===== src/rtl/core/lkarc_pkg.sv =====
// Shared types and constants for the Lehmer keyed ASCII rotation cipher.
package lkarc_pkg;

  localparam int SEED_W = 17;
  localparam int DATA_W = 8;
  localparam int MULT_W = 7;
  localparam int PROD_W = SEED_W + MULT_W;
  localparam int HALF_W = 16;
  localparam int POS_W  = 7;

  typedef logic [SEED_W-1:0] seed_t;
  typedef logic [DATA_W-1:0] data_t;
  typedef logic [POS_W-1:0]  pos_t;

  localparam logic [MULT_W-1:0] LEHMER_MULT = 7'd75;
  localparam seed_t             FOLD_MOD    = 17'd65537;
  localparam seed_t             SEED_RESET  = 17'd1;
  localparam data_t             CHAR_LOW    = 8'd32;
  localparam data_t             CHAR_SPAN   = 8'd96;
  // ceil(2^16 / 3): exact quotient by 3 for 12-bit operands
  localparam logic [14:0]       RECIP3      = 15'd21846;

  // configuration register indexes
  typedef enum logic [0:0] {
    REG_INITIAL_SEED = 1'b0,
    REG_DECRYPT_MODE = 1'b1
  } cfg_reg_t;

  // generator stage output toward the rotate stage
  typedef struct packed {
    logic  valid;
    data_t data;
    seed_t rnd;
  } lkarc_s1_t;

endpackage


===== src/rtl/core/lkarc_if.sv =====
// Channel interfaces: input items, result items and configuration writes.
interface lkarc_in_if;
  logic              valid;
  logic              ready;
  lkarc_pkg::data_t  in_byte;
  logic              restart;
  modport source (output valid, output in_byte, output restart, input ready);
  modport sink   (input valid, input in_byte, input restart, output ready);
endinterface

interface lkarc_out_if;
  logic              valid;
  logic              ready;
  lkarc_pkg::data_t  out_byte;
  modport source (output valid, output out_byte, input ready);
  modport sink   (input valid, input out_byte, output ready);
endinterface

interface lkarc_cfg_if;
  logic                  valid;
  logic                  ready;
  lkarc_pkg::cfg_reg_t   index;
  lkarc_pkg::seed_t      data;
  modport source (output valid, output index, output data, input ready);
  modport sink   (input valid, input index, input data, output ready);
endinterface


===== src/rtl/core/lkarc_prng.sv =====
// Input stage: Lehmer generator step (x75 mod 65537) and item register.
module lkarc_prng (
  input  logic                 clk,
  input  logic                 rst_n,
  lkarc_in_if.sink             in_ch,
  input  lkarc_pkg::seed_t     initial_seed,
  input  logic                 s1_ready,
  output lkarc_pkg::lkarc_s1_t s1
);

  lkarc_pkg::seed_t                   state_r;
  lkarc_pkg::seed_t                   state_nxt;
  lkarc_pkg::seed_t                   base;
  logic [lkarc_pkg::PROD_W-1:0]       prod;
  logic [lkarc_pkg::HALF_W-1:0]       lo;
  logic [lkarc_pkg::PROD_W-lkarc_pkg::HALF_W-1:0] hi;
  lkarc_pkg::seed_t                   diff;
  logic                               accept;
  logic                               valid_r;
  lkarc_pkg::data_t                   data_r;
  lkarc_pkg::seed_t                   rnd_r;

  assign in_ch.ready = !valid_r || s1_ready;
  assign accept      = in_ch.valid && in_ch.ready;

  // fold: low half minus high part, add modulus back when it went negative
  always_comb begin
    base = in_ch.restart ? initial_seed : state_r;
    prod = lkarc_pkg::PROD_W'(base) * lkarc_pkg::PROD_W'(lkarc_pkg::LEHMER_MULT);
    lo   = prod[lkarc_pkg::HALF_W-1:0];
    hi   = prod[lkarc_pkg::PROD_W-1:lkarc_pkg::HALF_W];
    diff = lkarc_pkg::SEED_W'(lo) - lkarc_pkg::SEED_W'(hi);
    if (lo >= lkarc_pkg::HALF_W'(hi)) begin
      state_nxt = diff;
    end else begin
      state_nxt = diff + lkarc_pkg::FOLD_MOD;
    end
  end

  always_ff @(posedge clk) begin
    if (!rst_n) begin
      state_r <= lkarc_pkg::SEED_RESET;
      valid_r <= 1'b0;
    end else begin
      if (accept) begin
        state_r <= state_nxt;
      end
      if (in_ch.ready) begin
        valid_r <= in_ch.valid;
      end
    end
  end

  always_ff @(posedge clk) begin
    if (accept) begin
      data_r <= in_ch.in_byte;
      rnd_r  <= state_nxt;
    end
  end

  assign s1.valid = valid_r;
  assign s1.data  = data_r;
  assign s1.rnd   = rnd_r;

endmodule


===== src/rtl/core/lkarc_rotate.sv =====
// Result stage: key mod 96, rotate printable bytes, output register.
module lkarc_rotate (
  input  logic                 clk,
  input  logic                 rst_n,
  input  lkarc_pkg::lkarc_s1_t s1,
  output logic                 s1_ready,
  input  logic                 decrypt_mode,
  lkarc_out_if.source          out_ch
);

  logic [11:0]       hi12;
  logic [26:0]       qprod;
  logic [10:0]       q3;
  logic [11:0]       rem3;
  lkarc_pkg::pos_t   key;
  lkarc_pkg::data_t  pos;
  lkarc_pkg::data_t  sum;
  lkarc_pkg::data_t  res;
  logic              printable;
  logic              out_valid_r;
  lkarc_pkg::data_t  out_byte_r;

  assign s1_ready = !out_valid_r || out_ch.ready;

  // r mod 96 = ((r >> 5) mod 3) * 32 + r[4:0]
  always_comb begin
    hi12  = s1.rnd[16:5];
    qprod = 27'(hi12) * 27'(lkarc_pkg::RECIP3);
    q3    = qprod[26:16];
    rem3  = hi12 - 12'(q3) * 12'd3;
    key   = {rem3[1:0], s1.rnd[4:0]};
  end

  always_comb begin
    printable = (s1.data >= lkarc_pkg::CHAR_LOW) && !s1.data[7];
    pos       = s1.data - lkarc_pkg::CHAR_LOW;
    if (decrypt_mode) begin
      sum = pos - lkarc_pkg::DATA_W'(key);
      if (pos < lkarc_pkg::DATA_W'(key)) begin
        sum = sum + lkarc_pkg::CHAR_SPAN;
      end
    end else begin
      sum = pos + lkarc_pkg::DATA_W'(key);
      if (sum >= lkarc_pkg::CHAR_SPAN) begin
        sum = sum - lkarc_pkg::CHAR_SPAN;
      end
    end
    res = printable ? (sum + lkarc_pkg::CHAR_LOW) : s1.data;
  end

  always_ff @(posedge clk) begin
    if (!rst_n) begin
      out_valid_r <= 1'b0;
    end else if (s1_ready) begin
      out_valid_r <= s1.valid;
    end
  end

  always_ff @(posedge clk) begin
    if (s1.valid && s1_ready) begin
      out_byte_r <= res;
    end
  end

  assign out_ch.valid    = out_valid_r;
  assign out_ch.out_byte = out_byte_r;

endmodule


===== src/rtl/core/lehmer_keyed_ascii_rotation_cipher.sv =====
// Path from input accept to result accept: generator register, then rotate stage output register.
// Throughput: 1 item per cycle absent output stall; the generator's x75 fold is combinational.
// Under output stall one more item can enter behind the waiting result, then input stalls.
// Reset (rst_n low, synchronous): generator = 1, initial_seed = 1, decrypt_mode = 0,
// pipeline emptied. Configuration writes are always ready.
module lehmer_keyed_ascii_rotation_cipher (
  input  logic         clk,
  input  logic         rst_n,
  lkarc_in_if.sink     in_ch,
  lkarc_out_if.source  out_ch,
  lkarc_cfg_if.sink    cfg_ch
);

  lkarc_pkg::seed_t     initial_seed_r;
  logic                 decrypt_mode_r;
  lkarc_pkg::lkarc_s1_t s1;
  logic                 s1_ready;

  // config registers; the user must write only while idle, the block does not enforce it
  assign cfg_ch.ready = 1'b1;

  always_ff @(posedge clk) begin
    if (!rst_n) begin
      initial_seed_r <= lkarc_pkg::SEED_RESET;
      decrypt_mode_r <= 1'b0;
    end else if (cfg_ch.valid) begin
      unique case (cfg_ch.index)
        lkarc_pkg::REG_INITIAL_SEED: initial_seed_r <= cfg_ch.data;
        lkarc_pkg::REG_DECRYPT_MODE: decrypt_mode_r <= cfg_ch.data[0];
        default: ;
      endcase
    end
  end

  // stage 1: restart mux + generator advance, one step per accepted item
  lkarc_prng u_prng (
    .clk          (clk),
    .rst_n        (rst_n),
    .in_ch        (in_ch),
    .initial_seed (initial_seed_r),
    .s1_ready     (s1_ready),
    .s1           (s1)
  );

  // stage 2: rotate 32..127 by r mod 96, others pass through
  lkarc_rotate u_rotate (
    .clk          (clk),
    .rst_n        (rst_n),
    .s1           (s1),
    .s1_ready     (s1_ready),
    .decrypt_mode (decrypt_mode_r),
    .out_ch       (out_ch)
  );

endmodule


===== src/flat_wrapper.sv =====
// flat-port wrapper written by rule: the top's interface ports become plain ports
module lehmer_keyed_ascii_rotation_cipher_flat 
  (clk, rst_n, in_ch_valid, in_ch_in_byte, in_ch_restart, in_ch_ready, out_ch_valid, out_ch_out_byte, out_ch_ready, cfg_ch_valid, cfg_ch_index, cfg_ch_data, cfg_ch_ready);
  lkarc_in_if in_ch_i ();
  lkarc_out_if out_ch_i ();
  lkarc_cfg_if cfg_ch_i ();
  input  logic clk;
  input  logic rst_n;
  input wire logic [$bits(in_ch_i.valid)-1:0] in_ch_valid;
  input wire logic [$bits(in_ch_i.in_byte)-1:0] in_ch_in_byte;
  input wire logic [$bits(in_ch_i.restart)-1:0] in_ch_restart;
  output wire logic [$bits(in_ch_i.ready)-1:0] in_ch_ready;
  output wire logic [$bits(out_ch_i.valid)-1:0] out_ch_valid;
  output wire logic [$bits(out_ch_i.out_byte)-1:0] out_ch_out_byte;
  input wire logic [$bits(out_ch_i.ready)-1:0] out_ch_ready;
  input wire logic [$bits(cfg_ch_i.valid)-1:0] cfg_ch_valid;
  input wire logic [$bits(cfg_ch_i.index)-1:0] cfg_ch_index;
  input wire logic [$bits(cfg_ch_i.data)-1:0] cfg_ch_data;
  output wire logic [$bits(cfg_ch_i.ready)-1:0] cfg_ch_ready;
  assign in_ch_i.valid = in_ch_valid;
  assign in_ch_i.in_byte = in_ch_in_byte;
  assign in_ch_i.restart = in_ch_restart;
  assign in_ch_ready = in_ch_i.ready;
  assign out_ch_valid = out_ch_i.valid;
  assign out_ch_out_byte = out_ch_i.out_byte;
  assign out_ch_i.ready = out_ch_ready;
  assign cfg_ch_i.valid = cfg_ch_valid;
  assign cfg_ch_i.index = cfg_ch_index;
  assign cfg_ch_i.data = cfg_ch_data;
  assign cfg_ch_ready = cfg_ch_i.ready;
  lehmer_keyed_ascii_rotation_cipher u_core (.clk(clk), .rst_n(rst_n), .in_ch(in_ch_i), .out_ch(out_ch_i), .cfg_ch(cfg_ch_i));
endmodule

===== config.mk =====
export PLATFORM = sky130hd
export DESIGN_NAME = lehmer_keyed_ascii_rotation_cipher_flat
export DESIGN_NICKNAME = d
export VERILOG_FILES = /design/src/rtl/core/lkarc_pkg.sv /design/src/rtl/core/lkarc_if.sv /design/src/rtl/core/lkarc_prng.sv /design/src/rtl/core/lkarc_rotate.sv /design/src/rtl/core/lehmer_keyed_ascii_rotation_cipher.sv /design/src/flat_wrapper.sv
export SDC_FILE = /design/constraint.sdc
export NUM_CORES = 1
export LEC_CHECK = 0
export BUFFER_PORTS_ARGS = -buffer_cell sky130_fd_sc_hd__buf_2
export CAP_MARGIN = 20
export CORE_MARGIN = 2
export CORE_UTILIZATION = 25
export DETAILED_ROUTE_END_ITERATION = 10
export GPL_ROUTABILITY_DRIVEN = 0
export PLACE_DENSITY = 0.49
export SETUP_SLACK_MARGIN = 0.2
export SYNTH_ARGS = -nofsm -noshare
export SYNTH_HDL_FRONTEND = slang
export SYNTH_SLANG_ARGS = --single-unit

===== constraint.sdc =====
create_clock -name clk -period 9.2 [get_ports clk]
set_input_delay 0 -clock clk [delete_from_list [all_inputs] [get_ports clk]]
set_output_delay 0 -clock clk [all_outputs]
set_load 0.05 [all_outputs]

Yosys cells after proc, flatten, opt, wreduce, memory -nomap -nowiden
Cells that the tools add are included.

storage, ports and cells
  bits in registers = 70
  bits of input ports = 32

operators by class
  $mul = 3
  $lt $le $gt $ge = 4
  add/sub/neg operators = 9
  bitwise logic cells = 1
  reductions and logical operators = 10
  mux-type cells = 6

operators by type and width
  cell                                                               count
  two-way mux 17 bit                                                 2
  two-way mux 8 bit                                                  4
  multiplier 12 x 14 -> 26 bit, second input constant                1
  multiplier 17 x 7 -> 24 bit, second input constant                 1
  adder 17 bit, second input constant                                1
  subtractor 16 x 8 -> 17 bit                                        1
  greater-or-equal comparator 16 x 8 -> 1 bit                        1
  multiplier 11 x 2 -> 2 bit, second input constant                  1
  adder 8 x 6 -> 8 bit, second input constant                        1
  adder 8 x 7 -> 8 bit                                               1
  adder 8 x 7 -> 8 bit, second input constant                        1
  greater-or-equal comparator 8 x 6 -> 1 bit, second input constant  1
  greater-or-equal comparator 8 x 7 -> 1 bit, second input constant  1
  < comparator 8 x 7 -> 1 bit                                        1
  subtractor 8 x 6 -> 8 bit, second input constant                   1
  subtractor 8 x 7 -> 8 bit                                          1
  subtractor 8 x 7 -> 8 bit, second input constant                   1
  AND reduction 2 bit                                                2
  logical AND 1 bit                                                  3
  logical NOT 1 bit                                                  3
  logical OR 1 bit                                                   2
  subtractor 2 bit                                                   1
  NOT 1 bit                                                          1

Longest topological paths before layout
Gate-level depths: netlist (run 1).

  depth after elaboration = 9
  mapped depth = 33
  gate-level depth less buffers = 32

Cells and area by module
From an unflattened synthesis (run 1), not the netlist that was laid out.

second synthesis, totals
  cell total of the unflattened synthesis = 919
  area, all modules = 8694.6 um^2

modules (own cells, without submodules)
  module                              area an instance (um^2)  cells each  instances  seq. area each (um^2)
  lkarc_prng                          4893.4                   503         1          1111.1
  lkarc_rotate                        3044.2                   334         1          260.2
  lehmer_keyed_ascii_rotation_cipher  757.0                    82          1          360.3

Least setup slack after synthesis (run 1)
Ideal clock, no wire load.

  path type = input to register
  from = input port in_ch_restart
  to = register u_core.u_prng.state_r[16]
  path slack = 1.901 ns
  data required time = 9.133 ns
  arrival = 7.232 ns
  path buffers = 3
  stages = 30
  cells stage by stage = clkbuf_1 > buf_1 > mux2_2 > ha_1 > ha_1 > inv_1 > fa_1 > inv_1 > fa_1 > ha_1 > buf_4 > a21oi_1 > o21ai_0 > o21bai_2 > a31oi_1 > o21bai_1 > a21o_1 > a2111oi_0 > nor2_1 > a21o_1 > a21oi_1 > ha_1 > nor3_1 > a211oi_1 > nor3b_2 > xnor2_1 > or4_1 > or4_1 > and3_1 > o21ai_2

between the ends
  longest elaborated chain between the ends = 5

RTL lines
  element                        RTL line            RTL
  start: declaration             flat_wrapper.sv:11  input wire logic [$bits(in_ch_i.restart)-1:0] in_ch_restart;
  two-way mux 17 bit *           lkarc_prng.sv:28    base = in_ch.restart ? initial_seed : state_r;
  multiplier 17 x 7 -> 24 bit *  lkarc_prng.sv:29    prod = lkarc_pkg::PROD_W'(base) * lkarc_pkg::PROD_W'(lkarc_pkg::LEHMER_MULT);
  subtractor 16 x 8 -> 17 bit    lkarc_prng.sv:32    diff = lkarc_pkg::SEED_W'(lo) - lkarc_pkg::SEED_W'(hi);
  adder 17 bit                   lkarc_prng.sv:36    state_nxt = diff + lkarc_pkg::FOLD_MOD;
  two-way mux 17 bit *           lkarc_prng.sv:33    if (lo >= lkarc_pkg::HALF_W'(hi)) begin
  end signal: assignment         lkarc_prng.sv:42    state_r <= lkarc_pkg::SEED_RESET;
  end signal: assignment         lkarc_prng.sv:46    state_r <= state_nxt;
  end: declaration               lkarc_prng.sv:11    lkarc_pkg::seed_t state_r;

Mark *: on every way between the ends. The rest lies on a longest branch, timed or not.
A chain may end at the register's enable or synchronous reset.

Worst setup path in the final report (run 1)
  from = register u_core.u_prng.state_r[6]
  to = register u_core.u_prng.state_r[16]

between the ends
  longest elaborated chain between the ends = 5

RTL lines
  element                        RTL line
  two-way mux 17 bit *           lkarc_prng.sv:28
  multiplier 17 x 7 -> 24 bit *  lkarc_prng.sv:29
  subtractor 16 x 8 -> 17 bit    lkarc_prng.sv:32
  adder 17 bit                   lkarc_prng.sv:36
  two-way mux 17 bit *           lkarc_prng.sv:33

Marked as above.

==> impl_metrics.yaml, run 1 <==
clock_tree:
  htree_levels: 3
  cts_tree: "yes"
  clockBufferDepth: 2
  clkTransAtPathRegs_ns: 0.06
  root_buffer: "clkbuf_16"
  cts.sinks: 70
  worstSkewPairLatency_ns: 0.34
  postCtsSetupRepairBufs: 0
  cts_buffers: 9
  hold_buffers: 30
  ctsResizeCount: 0
sta:
  clock_skew_ns: 0.00650
  period_minus_slack_ns: 7.81
  setup_slack_ns: 1.39
  slew-limit-headroom: 0.293
  tns_ns: 0
  rsz0062_at_grt: "false"
  fmax_mhz: 128
  min_period_over_period: 0.849
  worst_pin_slew_ns: 1.05
  setup_viol: 0
  finalMaxSlewViolations: 0
  hold_viol_final: 0
critical_path:
  crit_top_cell: "ha_1"
  crit_type: "reg -> reg"
  rrSetupSlack_ns: 1.39
  crit_path_max_fanout: 7
  start_kind: "flip-flop"
  cp_slowest_cell: "a211oi_1"
  cp_num_buf_inv: 3
  timing.rr.start: "u_core.u_prng.state_r[6]$_SDFFE_PN0P_"
  max_stage_delay_ns: 0.85
  cp_data_arrival_time_ns: 8.09
  cp_top_family: "compound AO/OA/AOI/OAI gates"
  reg2regPathDepth: 28
  end_kind: "flip-flop"
  reg2reg_to: "u_core.u_prng.state_r[16]$_SDFFE_PN0P_"
  cp.required_ns: 9.48
global_route:
  grt_overflow: 0
  grt_use_total: 0.119
  antenna_found_initial: 0
  grt_pass1_vias: 6357
  grt_first_pass_wirelength_um: 32000
  grt_max_degree: 30
yosys:
  yosys.cell_types.count: 69
  syn-cell-area_um2: 8290
  yosys_warnings: 0
  avgSynthCellArea_um2: 9.01
  async_flop_share: 0
  synth_top_cell_by_area: "ha_1"
  ys_seq_area_frac: 0.209
  yosys-top-cells-area: "ha_1 21%, fa_1 15%, edfxtp_1 12%"
  syn_nets: 1150
  synth_flop_cell: "dfxtp_1"
  synth_edf_count: 33
  synth-seq-cells: 70
  syn_inst: 920
  post-synth-top-area-fraction: 0.207
min_path:
  min_from: "rst_n"
  whs_path_depth: 2
  hp-class: "in -> reg"
  min_to: "u_core.u_prng.state_r[0]$_SDFFE_PN1P_"
placement:
  hpwl_um: 16600
  dpl_cell_area_um2: 8960
  io_buffer_count: 41
  place_ws_ns: 1.34
  place_inst: 1382
routing:
  avgRoutedWirePerCell_um: 13.7
  vias: 6238
  firstDrtPassIters: 4
  wl_um: 19600
  initialDrtViolationCount: 254
  ant_nets: 0
  drc: 0
  viasPerCell: 4.37
flow_run:
  drv_cap: 0
final_layout:
  antenna_cells: 0
  fillCellCount: 3428
  design_area_um2: 9550
  nNetsFinal: 1212
  layout-drive-gt1-share: 0.0932
  synthToLayoutAreaGrowth_pct: 15.3
  final_cells: 1429
floorplan:
  initial_core_util: 0.254
  dieArea_um2: 34600
  rows: 66
  coreArea_um2: 32600
  die_h_um: 186
  io_pins: 43
  die_x_um: 186
outcome:
  status: "completed"
==> layer usage <==
metal | vias to the layer above | GRT usage | share of wire
met5 | - | 0 | 0
met4 | 0 | 0.0391 | 0.016
met3 | 19 | 0.0133 | 0.018
met2 | 66 | 0.213 | 0.50
met1 | 2969 | 0.147 | 0.47
li1 | 3184 | - | -
==> cell type report <==
class	count	area (um2)	share of cell area
clock buffer	9	225	0.0236
clock inverter	7	63.8	0.00668
inverter	177	664	0.0695
multi-input combinational	650	5790	0.606
sequential	70	1730	0.181
tap	442	553	0.0579
timing repair buffer	74	526	0.0550
==> flip-flops by register name, summed over array words and instances (netlist names) <==
| register | cells |
|---|---|
| u_core.initial_seed_r | 17 |
| u_core.u_prng.rnd_r | 17 |
| u_core.u_prng.state_r | 17 |
| u_core.u_prng.data_r | 8 |
| u_core.u_rotate.out_ch.out_byte | 8 |
| u_core.decrypt_mode_r | 1 |
| u_core.u_prng.valid_r | 1 |
| u_core.u_rotate.out_ch.valid | 1 |
==> synthesized netlist by cell type, drive strengths merged, types with 6 or more instances <==
| master | count |
|---|---|
| inv | 176 |
| ha | 137 |
| nand2 | 72 |
| fa | 61 |
| a21oi | 52 |
| nor2 | 46 |
| xnor2 | 42 |
| dfxtp | 37 |
| edfxtp | 33 |
| o21ai | 29 |
| nand3 | 18 |
| clkbuf | 17 |
| nor3 | 17 |
| xor2 | 17 |
| a21o | 15 |
| mux2 | 15 |
| nor2b | 13 |
| nand2b | 11 |
| mux2i | 10 |
| o31ai | 9 |
| a211oi | 8 |
| o21bai | 8 |
| o211a | 7 |
| buf | 6 |
==> worst max path at each step <==
stage	cells past startpoint	from	slack [ns]	to
CTS	28	u_core.u_prng.state_r[6]$_SDFFE_PN0P_	1.46	u_core.u_prng.state_r[16]$_SDFFE_PN0P_
finish	28	u_core.u_prng.state_r[6]$_SDFFE_PN0P_	1.39	u_core.u_prng.state_r[16]$_SDFFE_PN0P_
global placement	29	in_ch_restart	1.47	u_core.u_prng.state_r[16]$_SDFFE_PN0P_
global route	28	u_core.u_prng.state_r[6]$_SDFFE_PN0P_	0.73	u_core.u_prng.state_r[16]$_SDFFE_PN0P_
floorplan	30	in_ch_restart	1.90	u_core.u_prng.state_r[16]$_SDFFE_PN0P_
detailed placement	29	in_ch_restart	1.34	u_core.u_prng.state_r[16]$_SDFFE_PN0P_
==> per-stage QoR <==
step,utilization,hold slack [ns]
after floorplan,-,0.0989
after global placement,0.275,0.183
after detailed placement,0.275,0.181
after CTS,0.293,0.0117
after global routing,0.293,0.0314
final,0.293,0.0229
==> logic make-up (layout without fill, tap and decap cells) <==
logic type      Yosys count  after routing  synth area share
other cells               1              1          0.000453
buf+inv                 200            267            0.0923
flops                    70             70             0.209
simple gates            204            204             0.117
compound gates          163            163             0.132
fa+ha+maj               198            198             0.354
mux                      25             25            0.0325
xor+xnor                 59             59            0.0633
==> layout by cell type, fill, tap and decap left out, types with 9 or more instances in the layout <==
cell	netlist	routed
a21o_1	14	14
a21oi_1	50	50
buf_2	2	42
clkbuf_16	0	9
dfxtp_1	37	37
dlygate4sd3_1	0	30
edfxtp_1	33	33
fa_1	61	61
ha_1	137	137
inv_1	176	176
mux2_2	15	15
mux2i_1	10	10
nand2_1	72	72
nand2b_1	11	11
nand3_1	18	18
nor2_1	46	46
nor2b_1	13	13
nor3_1	17	17
o21ai_0	28	28
o31ai_1	9	9
xnor2_1	42	42
xor2_1	16	16
Power of run 1 is not shown: default switching activity piles up to over one toggle a cycle in this logic, so the estimate is an artifact.
==> run 2, diff against run 1 <==
Settings changed: PLACE_DENSITY 0.49 to 0.51.
Clock period 9.2 ns to 6.3 ns, I/O delays scaled along.
==> run 2 against run 1 <==
Net effect: the flow now finishes with violations (setup timing); sequential share of layout area decreased by 3.4 points; routed wire length grew 9.6%; global-route usage up 0.76 points; register-to-register slack got worse by 2.2 ns; final cell count up 12%; critical path depth is 4 higher; clock skew increased by 0.0065 ns; flip-flop and latch count stayed put; first-iteration DRC count shrank 17%; fmax rose by 10%; hold slack gained 0.021 ns; largest cell class unchanged.
==> impl_metrics.yaml, run 2 (synthesized netlist as in run 1, its figures left out) <==
sta:
  slew-limit-headroom: 0.427
  clock_skew_ns: 0.0130
  period_minus_slack_ns: 7.09
  setup_slack_ns: -0.786
  fmax_mhz: 141
  rsz0062_at_grt: "true"
  hold_viol_final: 0
  setup_viol: 5
  worst_pin_slew_ns: 0.858
  finalMaxSlewViolations: 0
  min_period_over_period: 1.12
placement:
  place_ws_ns: -0.700
  dpl_cell_area_um2: 10400
  hpwl_um: 17900
  io_buffer_count: 41
flow_run:
  drv_cap: 0
critical_path:
  crit_path_max_fanout: 3
  cp_top_family: "adder cells"
  cp_num_buf_inv: 4
  start_kind: "flip-flop"
  end_kind: "flip-flop"
  cp-startpoint: "u_core.u_prng.rnd_r[13]$_DFFE_PP_"
  cp_data_arrival_time_ns: 7.26
  crit_type: "reg -> reg"
  max_stage_delay_ns: 0.53
  cp_slowest_cell: "fa_2"
  path_depth: 32
  reg2regPathDepth: 32
  rrSetupSlack_ns: -0.79
  timing.rr.start: "u_core.u_prng.rnd_r[13]$_DFFE_PP_"
  cp.required_ns: 6.47
  reg2reg_to: "u_core.u_rotate.out_ch.out_byte[7]$_DFFE_PP_"
  crit_end: "u_core.u_rotate.out_ch.out_byte[7]$_DFFE_PP_"
floorplan:
  rows: 66
  io_pins: 43
  die_x_um: 186
  die_h_um: 186
  coreArea_um2: 32600
  dieArea_um2: 34600
  initial_core_util: 0.254
global_route:
  grt_first_pass_wirelength_um: 34700
  grt_overflow: 0
  grt_max_degree: 23
  grt_pass1_vias: 7095
  antenna_found_initial: 1
  grt_use_total: 0.126
final_layout:
  synthToLayoutAreaGrowth_pct: 42.2
  reg.largest.list: "u_core.initial_seed_r: 17 flops, u_core.u_prng.rnd_r: 17 flops, u_core.u_prng.state_r: 17 flops"
  layout-drive-gt1-share: 0.336
  final_common_cell: "buf_4"
  layout.cells.most_common_list: "163 x buf_4, 160 x inv_1, 109 x ha_1, 70 x nand2_1, 57 x fa_1"
  antenna_cells: 0
  nNetsFinal: 1388
  design_area_um2: 11800
  fin_util: 0.361
routing:
  vias: 6925
  wl_um: 21500
  initialDrtViolationCount: 212
  viasPerCell: 4.31
  wl_met1_um: 9950
  avgRoutedWirePerCell_um: 13.4
  met3_wirelength_um: 339
  drc: 0
  firstDrtPassIters: 5
  ant_nets: 0
  routed-wl-met2_um: 11000
  top_layer: "met5"
clock_tree:
  htree_levels: 3
  cts_tree: "yes"
  root_buffer: "clkbuf_16"
  clkTransAtPathRegs_ns: 0.06
  cts.sinks: 70
  worstSkewPairLatency_ns: 0.34
  cts_buffers: 9
  clockBufferDepth: 2
min_path:
  hp-class: "in -> reg"
outcome:
  status: "finished with violations"
  failed_checks: "setup timing"
-- run 2: timing repair --
action                                 in CTS  in global routing
pin swaps                                  53                 65
endpoints found under the hold margin      28                  0
cloned                                      0                  0
buffers inserted                           11                 12
setup endpoints to repair                  37                 37
hold buffers                               30                  0
resized for setup                          57                 72
-- run 2: how the worst min path moves through the flow --
stage	startpoint	end	slack (ns)	cells past startpoint
after floorplan	in_ch_in_byte[0]	u_core.u_prng.data_r[0]$_DFFE_PP_	0.1	0
after global placement	in_ch_in_byte[2]	u_core.u_prng.data_r[2]$_DFFE_PP_	0.18	1
after detailed placement	in_ch_in_byte[7]	u_core.u_prng.data_r[7]$_DFFE_PP_	0.18	1
after CTS	rst_n	u_core.initial_seed_r[0]$_SDFFE_PN1P_	0.03	2
after global routing	rst_n	u_core.initial_seed_r[0]$_SDFFE_PN1P_	0.04	2
final	rst_n	u_core.initial_seed_r[0]$_SDFFE_PN1P_	0.04	2
-- run 2: per-layer routing --
| layer | GRT usage | up-vias |
|---|---|---|
| met3 | 0.00822 | 13 |
| met2 | 0.233 | 49 |
| met1 | 0.162 | 3327 |
| met5 | 0 | - |
| li1 | - | 3534 |
| met4 | 0.0252 | 2 |
-- run 2: per-stage QoR --
stage / cells / setup TNS (ns) / hold WS (ns)
after global routing: 1605 / -9.20 / 0.0408
after floorplan: 920 / -1.03 / 0.0989
after detailed placement: 1535 / -8.14 / 0.179
after CTS: 1592 / -2.77 / 0.0320
final: 1605 / -1.91 / 0.0441
after global placement: 1535 / -6.23 / 0.177
-- run 2: cell type report --
class,instances,area (um2)
Clock buffer,10,239
Multi-Input combinational cell,650,6590
Fill cell,3261,20800
Sequential cell,70,1740
Inverter,177,669
Timing Repair Buffer,250,1920
Tap cell,442,553
Clock inverter,6,68.8
Power of run 2 is left out for the same reason.
